==> config.mk <==
export PLATFORM = sky130hd
export DESIGN_NAME = q4_block_dot_accumulate
export DESIGN_NICKNAME = d
export VERILOG_FILES = /design/src/rtl/core/q4bda_pkg.sv /design/src/rtl/core/q4bda_ctrl.sv /design/src/rtl/core/q4bda_datapath.sv /design/src/rtl/core/q4_block_dot_accumulate.sv
export SDC_FILE = /design/constraint.sdc
export NUM_CORES = 2
export LEC_CHECK = 0
export BUFFER_PORTS_ARGS = -buffer_cell sky130_fd_sc_hd__clkbuf_2
export CAP_MARGIN = 40
export CORE_MARGIN = 5
export CORE_UTILIZATION = 45
export DETAILED_ROUTE_END_ITERATION = 10
export PLACE_DENSITY = 0.57
export SYNTH_ARGS = -nofsm -noshare
export SYNTH_HDL_FRONTEND = slang
export SYNTH_HIERARCHICAL = 1
export SYNTH_SLANG_ARGS = --single-unit
==> constraint.sdc <==
create_clock -name clk -period 12.75 [get_ports clk]
set_input_delay 1.275 -clock clk [delete_from_list [all_inputs] [get_ports clk]]
set_output_delay 1.275 -clock clk [all_outputs]
set_load 0.02 [all_outputs]
==> src/rtl/core/q4bda_pkg.sv <==
`default_nettype none

package q4bda_pkg;

    // Field and accumulator widths.
    localparam int unsigned BYTE_W    = 8;
    localparam int unsigned ACT_W     = 16;
    localparam int unsigned SCALE_W   = 16;
    localparam int unsigned NIB_W     = 4;
    localparam int unsigned PAIR_W    = NIB_W + ACT_W;        // one 4 x 16 product
    localparam int unsigned PARTIAL_W = 25;                   // block partial sum
    localparam int unsigned SUM_W     = PARTIAL_W + 1;        // partial plus two products
    localparam int unsigned PROD_W    = PARTIAL_W + SCALE_W;  // partial times scale
    localparam int unsigned ACC_W     = 64;                   // row accumulator
    localparam int unsigned OUT_W     = 48;                   // emitted result

    // Commands from the controller to the datapath.
    typedef struct packed {
        logic accept;   // input transfer: add the two products to the block partial
        logic scale;    // multiply the block partial by the captured scale
        logic accum;    // add the scaled block into the row accumulator
        logic emit;     // load the output register and clear the accumulator
    } cmd_t;

    // Status from the datapath to the controller.
    typedef struct packed {
        logic out_free; // output register can take a new result this cycle
    } stat_t;

endpackage

`default_nettype wire

==> src/rtl/core/q4bda_ctrl.sv <==
`default_nettype none

module q4bda_ctrl
    import q4bda_pkg::*;
(
    input  wire logic  clk,
    input  wire logic  rst_n,
    input  wire logic  in_valid,
    input  wire logic  end_of_block,
    input  wire logic  end_of_row,
    input  wire stat_t stat,
    output logic       in_stall,
    output cmd_t       cmd
);

    localparam logic [1:0] ST_IDLE  = 2'd0;
    localparam logic [1:0] ST_SCALE = 2'd1;
    localparam logic [1:0] ST_ACCUM = 2'd2;
    localparam logic [1:0] ST_EMIT  = 2'd3;

    logic [1:0] state_reg;
    logic [1:0] state_next;
    logic       row_end_reg;
    logic       row_end_next;
    logic       accept;

    assign in_stall = (state_reg != ST_IDLE);
    assign accept   = in_valid && !in_stall;

    always_comb
    begin
        state_next   = state_reg;
        row_end_next = row_end_reg;
        cmd          = '0;
        unique case (state_reg)
            ST_IDLE:
            begin
                cmd.accept = accept;
                if (accept && (end_of_block || end_of_row))
                begin
                    state_next   = ST_SCALE;
                    row_end_next = end_of_row;
                end
            end
            ST_SCALE:
            begin
                cmd.scale  = 1'b1;
                state_next = ST_ACCUM;
            end
            ST_ACCUM:
            begin
                cmd.accum  = 1'b1;
                state_next = row_end_reg ? ST_EMIT : ST_IDLE;
            end
            ST_EMIT:
            begin
                if (stat.out_free)
                begin
                    cmd.emit   = 1'b1;
                    state_next = ST_IDLE;
                end
            end
            default:
            begin
                state_next = ST_IDLE;
            end
        endcase
    end

    always_ff @(posedge clk or negedge rst_n)
    begin
        if (!rst_n)
        begin
            state_reg   <= ST_IDLE;
            row_end_reg <= 1'b0;
        end
        else
        begin
            state_reg   <= state_next;
            row_end_reg <= row_end_next;
        end
    end

endmodule

`default_nettype wire

==> src/rtl/core/q4bda_datapath.sv <==
`default_nettype none

module q4bda_datapath
    import q4bda_pkg::*;
(
    input  wire logic                      clk,
    input  wire logic                      rst_n,
    input  wire cmd_t                      cmd,
    input  wire logic        [BYTE_W-1:0]  packed_byte,
    input  wire logic signed [ACT_W-1:0]   act_even,
    input  wire logic signed [ACT_W-1:0]   act_odd,
    input  wire logic signed [SCALE_W-1:0] block_scale,
    input  wire logic                      out_stall,
    output stat_t                          stat,
    output logic                           out_valid,
    output logic signed [OUT_W-1:0]        row_dot
);

    localparam logic signed [PARTIAL_W-1:0] PARTIAL_MAX = {1'b0, {(PARTIAL_W-1){1'b1}}};
    localparam logic signed [PARTIAL_W-1:0] PARTIAL_MIN = {1'b1, {(PARTIAL_W-1){1'b0}}};
    localparam logic signed [ACC_W-1:0]     ACC_MAX     = {1'b0, {(ACC_W-1){1'b1}}};
    localparam logic signed [ACC_W-1:0]     ACC_MIN     = {1'b1, {(ACC_W-1){1'b0}}};
    localparam logic signed [OUT_W-1:0]     OUT_MAX     = {1'b0, {(OUT_W-1){1'b1}}};
    localparam logic signed [OUT_W-1:0]     OUT_MIN     = {1'b1, {(OUT_W-1){1'b0}}};

    logic signed [PARTIAL_W-1:0] partial_reg;
    logic signed [PARTIAL_W-1:0] partial_next;
    logic signed [SCALE_W-1:0]   scale_reg;
    logic signed [PROD_W-1:0]    prod_reg;
    logic signed [ACC_W-1:0]     acc_reg;
    logic signed [ACC_W-1:0]     acc_next;
    logic signed [OUT_W-1:0]     row_dot_reg;
    logic                        out_valid_reg;

    logic signed [NIB_W-1:0]     w_lo;
    logic signed [NIB_W-1:0]     w_hi;
    logic signed [PAIR_W-1:0]    p_lo;
    logic signed [PAIR_W-1:0]    p_hi;
    logic signed [SUM_W-1:0]     mac_sum;
    logic signed [ACC_W-1:0]     acc_addend;
    logic signed [ACC_W-1:0]     acc_sum;
    logic                        acc_ovf;
    logic                        out_fits;
    logic signed [OUT_W-1:0]     out_sat;

    // A nibble minus 8 is the nibble with its top bit inverted, read as signed.
    assign w_lo = {~packed_byte[3], packed_byte[2:0]};
    assign w_hi = {~packed_byte[7], packed_byte[6:4]};
    assign p_lo = w_lo * act_even;
    assign p_hi = w_hi * act_odd;

    assign mac_sum = {partial_reg[PARTIAL_W-1], partial_reg}
                   + {{(SUM_W-PAIR_W){p_lo[PAIR_W-1]}}, p_lo}
                   + {{(SUM_W-PAIR_W){p_hi[PAIR_W-1]}}, p_hi};

    always_comb
    begin
        partial_next = partial_reg;
        if (cmd.accept)
        begin
            if (mac_sum[SUM_W-1] != mac_sum[SUM_W-2])
            begin
                partial_next = mac_sum[SUM_W-1] ? PARTIAL_MIN : PARTIAL_MAX;
            end
            else
            begin
                partial_next = mac_sum[PARTIAL_W-1:0];
            end
        end
        else if (cmd.scale)
        begin
            partial_next = '0;
        end
    end

    // Saturating 64-bit add of the scaled block.
    assign acc_addend = {{(ACC_W-PROD_W){prod_reg[PROD_W-1]}}, prod_reg};
    assign acc_sum    = acc_reg + acc_addend;
    assign acc_ovf    = (acc_reg[ACC_W-1] == acc_addend[ACC_W-1])
                     && (acc_sum[ACC_W-1] != acc_reg[ACC_W-1]);

    always_comb
    begin
        acc_next = acc_reg;
        if (cmd.accum)
        begin
            if (acc_ovf)
            begin
                acc_next = acc_reg[ACC_W-1] ? ACC_MIN : ACC_MAX;
            end
            else
            begin
                acc_next = acc_sum;
            end
        end
        else if (cmd.emit)
        begin
            acc_next = '0;
        end
    end

    // The accumulator fits the output when its upper bits all equal the sign.
    assign out_fits = (&acc_reg[ACC_W-1:OUT_W-1]) || !(|acc_reg[ACC_W-1:OUT_W-1]);
    assign out_sat  = out_fits ? acc_reg[OUT_W-1:0]
                               : (acc_reg[ACC_W-1] ? OUT_MIN : OUT_MAX);

    assign stat.out_free = !out_valid_reg || !out_stall;

    always_ff @(posedge clk or negedge rst_n)
    begin
        if (!rst_n)
        begin
            partial_reg   <= '0;
            acc_reg       <= '0;
            out_valid_reg <= 1'b0;
        end
        else
        begin
            partial_reg <= partial_next;
            acc_reg     <= acc_next;
            if (cmd.emit)
            begin
                out_valid_reg <= 1'b1;
            end
            else if (!out_stall)
            begin
                out_valid_reg <= 1'b0;
            end
        end
    end

    always_ff @(posedge clk)
    begin
        if (cmd.accept)
        begin
            scale_reg <= block_scale;
        end
        if (cmd.scale)
        begin
            prod_reg <= partial_reg * scale_reg;
        end
        if (cmd.emit)
        begin
            row_dot_reg <= out_sat;
        end
    end

    assign out_valid = out_valid_reg;
    assign row_dot   = row_dot_reg;

endmodule

`default_nettype wire

==> src/rtl/core/q4_block_dot_accumulate.sv <==
// Dot product of one row of 4-bit block-quantized weights against one row of
// already rotated Q7.8 activations. Each input transfer carries one packed
// weight byte (low nibble pairs with act_even, high nibble with act_odd; each
// nibble has 8 subtracted) together with the two activations. The two products
// are added into a 25-bit block partial sum that saturates. A transfer with
// end_of_block or end_of_row closes the block: the partial sum is multiplied by
// that transfer's Q3.12 block_scale and added into a saturating 64-bit row
// accumulator with 20 fraction bits. A transfer with end_of_row then produces
// one result transfer, row_dot, saturated to 48 bits, and clears the
// accumulator. Timing: bytes that do not close a block stream back to back.
// A byte that closes a block holds the input stalled through the registered
// partial-by-scale multiply and then the 64-bit accumulator add. A byte that
// ends a row also keeps the input stalled while the output register is
// loaded, and for as long as the previous result still waits there under
// out_stall. The output register lets new bytes be accepted while a finished
// result waits to be taken.
`default_nettype none

module q4_block_dot_accumulate
    import q4bda_pkg::*;
(
    input  wire logic                      clk,
    input  wire logic                      rst_n,
    input  wire logic                      in_valid,
    output logic                           in_stall,
    input  wire logic        [BYTE_W-1:0]  packed_byte,
    input  wire logic signed [ACT_W-1:0]   act_even,
    input  wire logic signed [ACT_W-1:0]   act_odd,
    input  wire logic signed [SCALE_W-1:0] block_scale,
    input  wire logic                      end_of_block,
    input  wire logic                      end_of_row,
    output logic                           out_valid,
    input  wire logic                      out_stall,
    output logic signed [OUT_W-1:0]        row_dot
);

    cmd_t  cmd;
    stat_t stat;

    // The controller sequences each transfer through multiply-accumulate and,
    // at a block or row end, block scaling, accumulation and result hand-off.
    q4bda_ctrl u_ctrl (
        .clk          (clk),
        .rst_n        (rst_n),
        .in_valid     (in_valid),
        .end_of_block (end_of_block),
        .end_of_row   (end_of_row),
        .stat         (stat),
        .in_stall     (in_stall),
        .cmd          (cmd)
    );

    // The datapath holds the block partial, the row accumulator and the
    // output register.
    q4bda_datapath u_datapath (
        .clk         (clk),
        .rst_n       (rst_n),
        .cmd         (cmd),
        .packed_byte (packed_byte),
        .act_even    (act_even),
        .act_odd     (act_odd),
        .block_scale (block_scale),
        .out_stall   (out_stall),
        .stat        (stat),
        .out_valid   (out_valid),
        .row_dot     (row_dot)
    );

endmodule

`default_nettype wire

==> reports/qor.csv <==
metric,value,unit
"slowest stage cell, crit path",fa_1,
Core Region,68300,um^2
Setup Skew,0.0344,ns
Required @ worst endpoint,13.15,ns
largest net degree at the start of global routing,65,
gpl congestion,0.896,
Final Util,48.3,%
GRT Total Usage,20.9,%
Post-CTS Setup Inserts,0,
Netlist cell types,78,
first-pass GRT wire length,126,mm
RSZ-0062 raised after global routing,no,
Fin Hold WS,0.509,ns
worst setup margin,2.64,ns
Post-synth top flop,edfxtp_1,
Resized cells post-CTS,0,
synth-to-layout area growth,6.86,%
Rel. slew slack,36.3,%
crit share post-route,79.3,%
Ant. Diodes,0,
vias in the first global route,24272,
Pre-Repair DR Iteration Count,5,
sequential share of the synthesized area,17.7,%
Synth Warn #,6,
clk root buf,clkbuf_16,
"commonest cells after routing, fill and taps aside","inv_1, nand2_1, fa_1",
final antenna-violating net count,0,
num rows,96,
vias per cell,5.35,
fmax,98.9,MHz
RR Endpoint,u_datapath/prod_reg[40],
Initial Util,45.2,%
max reg flops,64,
Die ar.,74000,um^2
final WL,75.4,mm
final setup fails,0,
Num CTS Buffers,17,
Clock Pin Slew Worst Setup and Hold Paths,0.08,ns
CTS hold repair buffers,0,
r2r worst-path depth,23,
Final Hold Viols,0,
max-cap violations,0,
worst stage delay on the critical path,0.53,ns
worst slack at placement,2.11,ns
synthesized area,30900,um^2
Worst Hold Launch,u_datapath/acc_reg[41],
Detailed Place HPWL,61.3,mm
number of I/O pins,112,
r2r setup slk,4.25,ns
final slew viol count,0,
ys async rst share,47.0,%
Final Critical Period,10.11,ns
Max H-tree Level,4,
Hold Crit Depth,2,
WHS Endpoint,u_datapath/acc_reg[41],
share of post-route cells with drive strength above 1,6.63,%
Clock Sinks,198,
"most common cell after layout, fill and taps aside",inv_1,
WP data arrival,10.51,ns
CP Capture Type,flip-flop,
Post-layout nets,4202,
Setup CP Type,in -> reg,
crit-path leading delay family,adder cells,
Buf/Inv on CP,4,
setup TNS,0,ns
Worst-Margin Slew,0.955,ns
grt total ovfl,0,
Synth Net Count,4183,
initial antenna violation count,0,
"EDFF count, synth",105,
Hold Path Class,reg -> reg,
DRC,0,
syn avg cell area,9.19,um^2
Vias,22895,
deepest clock path buffer count,2,
Setup crit start kind,input pin,
DRT iter0 DRCs,1381,
CTS tree,done,
Die Wd,272,um
Syn Inst Count,3364,
CP dominant cell by count,fa_1,
WL/cell,17.6,um
status,"complete, no violations",
die height,272,um
IO buf count,111,
worst skew pair latency,0.50,ns
Critical R2R Launch,u_datapath/partial_reg[13],
post-synthesis register bit count,198,
worst-path fanout max,17,
[layer usage]
layer | vias up | GRT usage (%) | routed length, um
met5 | - | 0 | 0
met4 | 0 | 4.56 | 1280
met3 | 79 | 2.73 | 3000
met2 | 491 | 36.4 | 37900
met1 | 11619 | 28.1 | 33100
li1 | 10706 | - | -
[layout make-up]
type	instances	area, um^2
Clock buffer	18	429
Clock inverter	14	189
Fill cell	6523	35300
Inverter	587	2200
Multi-Input combinational cell	2442	22700
Sequential cell	198	5480
Tap cell	882	1100
Timing Repair Buffer	137	898
[synth_stat cells (all sizes together), types with 3 or more instances]
cell type	instances	area share [%]
inv	587	7.1
nand2	518	6.3
fa	509	33
ha	248	10
and2	195	3.9
o21ai	191	3.3
a21oi	132	2.2
clkbuf	119	1.5
nor2	115	1.4
edfxtp	105	10
xnor2	101	2.9
dfrtp	93	7.5
a21o	56	1.4
xor2	43	1.2
nand3	28	0.47
nand4	27	0.55
or2	24	0.49
nand2b	23	0.47
o211ai	22	0.53
a31oi	19	0.43
o21bai	19	0.46
buf	18	0.35
and3	16	0.32
a211oi	15	0.36
nor2b	15	0.30
nor3	15	0.24
o21a	11	0.27
a22o	10	0.29
or3	9	0.18
o31ai	8	0.19
nor4	7	0.14
o31a	7	0.20
maj3	5	0.16
a211o	4	0.11
a221o	4	0.13
a221oi	4	0.13
a22oi	3	0.073
a31o	3	0.085
o22ai	3	0.061
[worst min-delay path, delay by kind of cell (launching register included)]
family        cells  cell delay [ns]
simple gates      2             0.11
flops             1             0.37
[worst max path at each step]
stage / slack (ns) / depth (start not counted) / from / to
after CTS: 2.63 / 33 / packed_byte[7] / u_datapath/partial_reg[14]
after detailed placement: 2.11 / 33 / packed_byte[7] / u_datapath/partial_reg[14]
after global routing: 1.91 / 33 / packed_byte[7] / u_datapath/partial_reg[23]
final: 2.64 / 33 / packed_byte[7] / u_datapath/partial_reg[14]
after global placement: 2.30 / 33 / packed_byte[7] / u_datapath/partial_reg[23]
after floorplan: 3.38 / 34 / packed_byte[5] / u_datapath/partial_reg[11]
[logic make-up (layout without fill, tap and decap cells)]
logic type      after synthesis  in the layout  share of synthesized area, %
fa+ha+maj                   762            762                          43.2
compound gates              535            535                          11.0
flops                       198            198                          17.7
xor+xnor                    144            144                          4.08
mux                           2              2                        0.0648
simple gates                999            999                          15.0
buf+inv                     724            756                          8.94
[metrics by stage]
stage / std cells / area (um^2)
global route: 4278 / 33000
finish: 4278 / 33000
detailed placement: 4246 / 32400
global placement: 4237 / 32200
floorplan: 3364 / 30900
CTS: 4278 / 33000
Power is not shown: default switching activity piles up to over one toggle a cycle in this logic, so the estimate is an artifact.
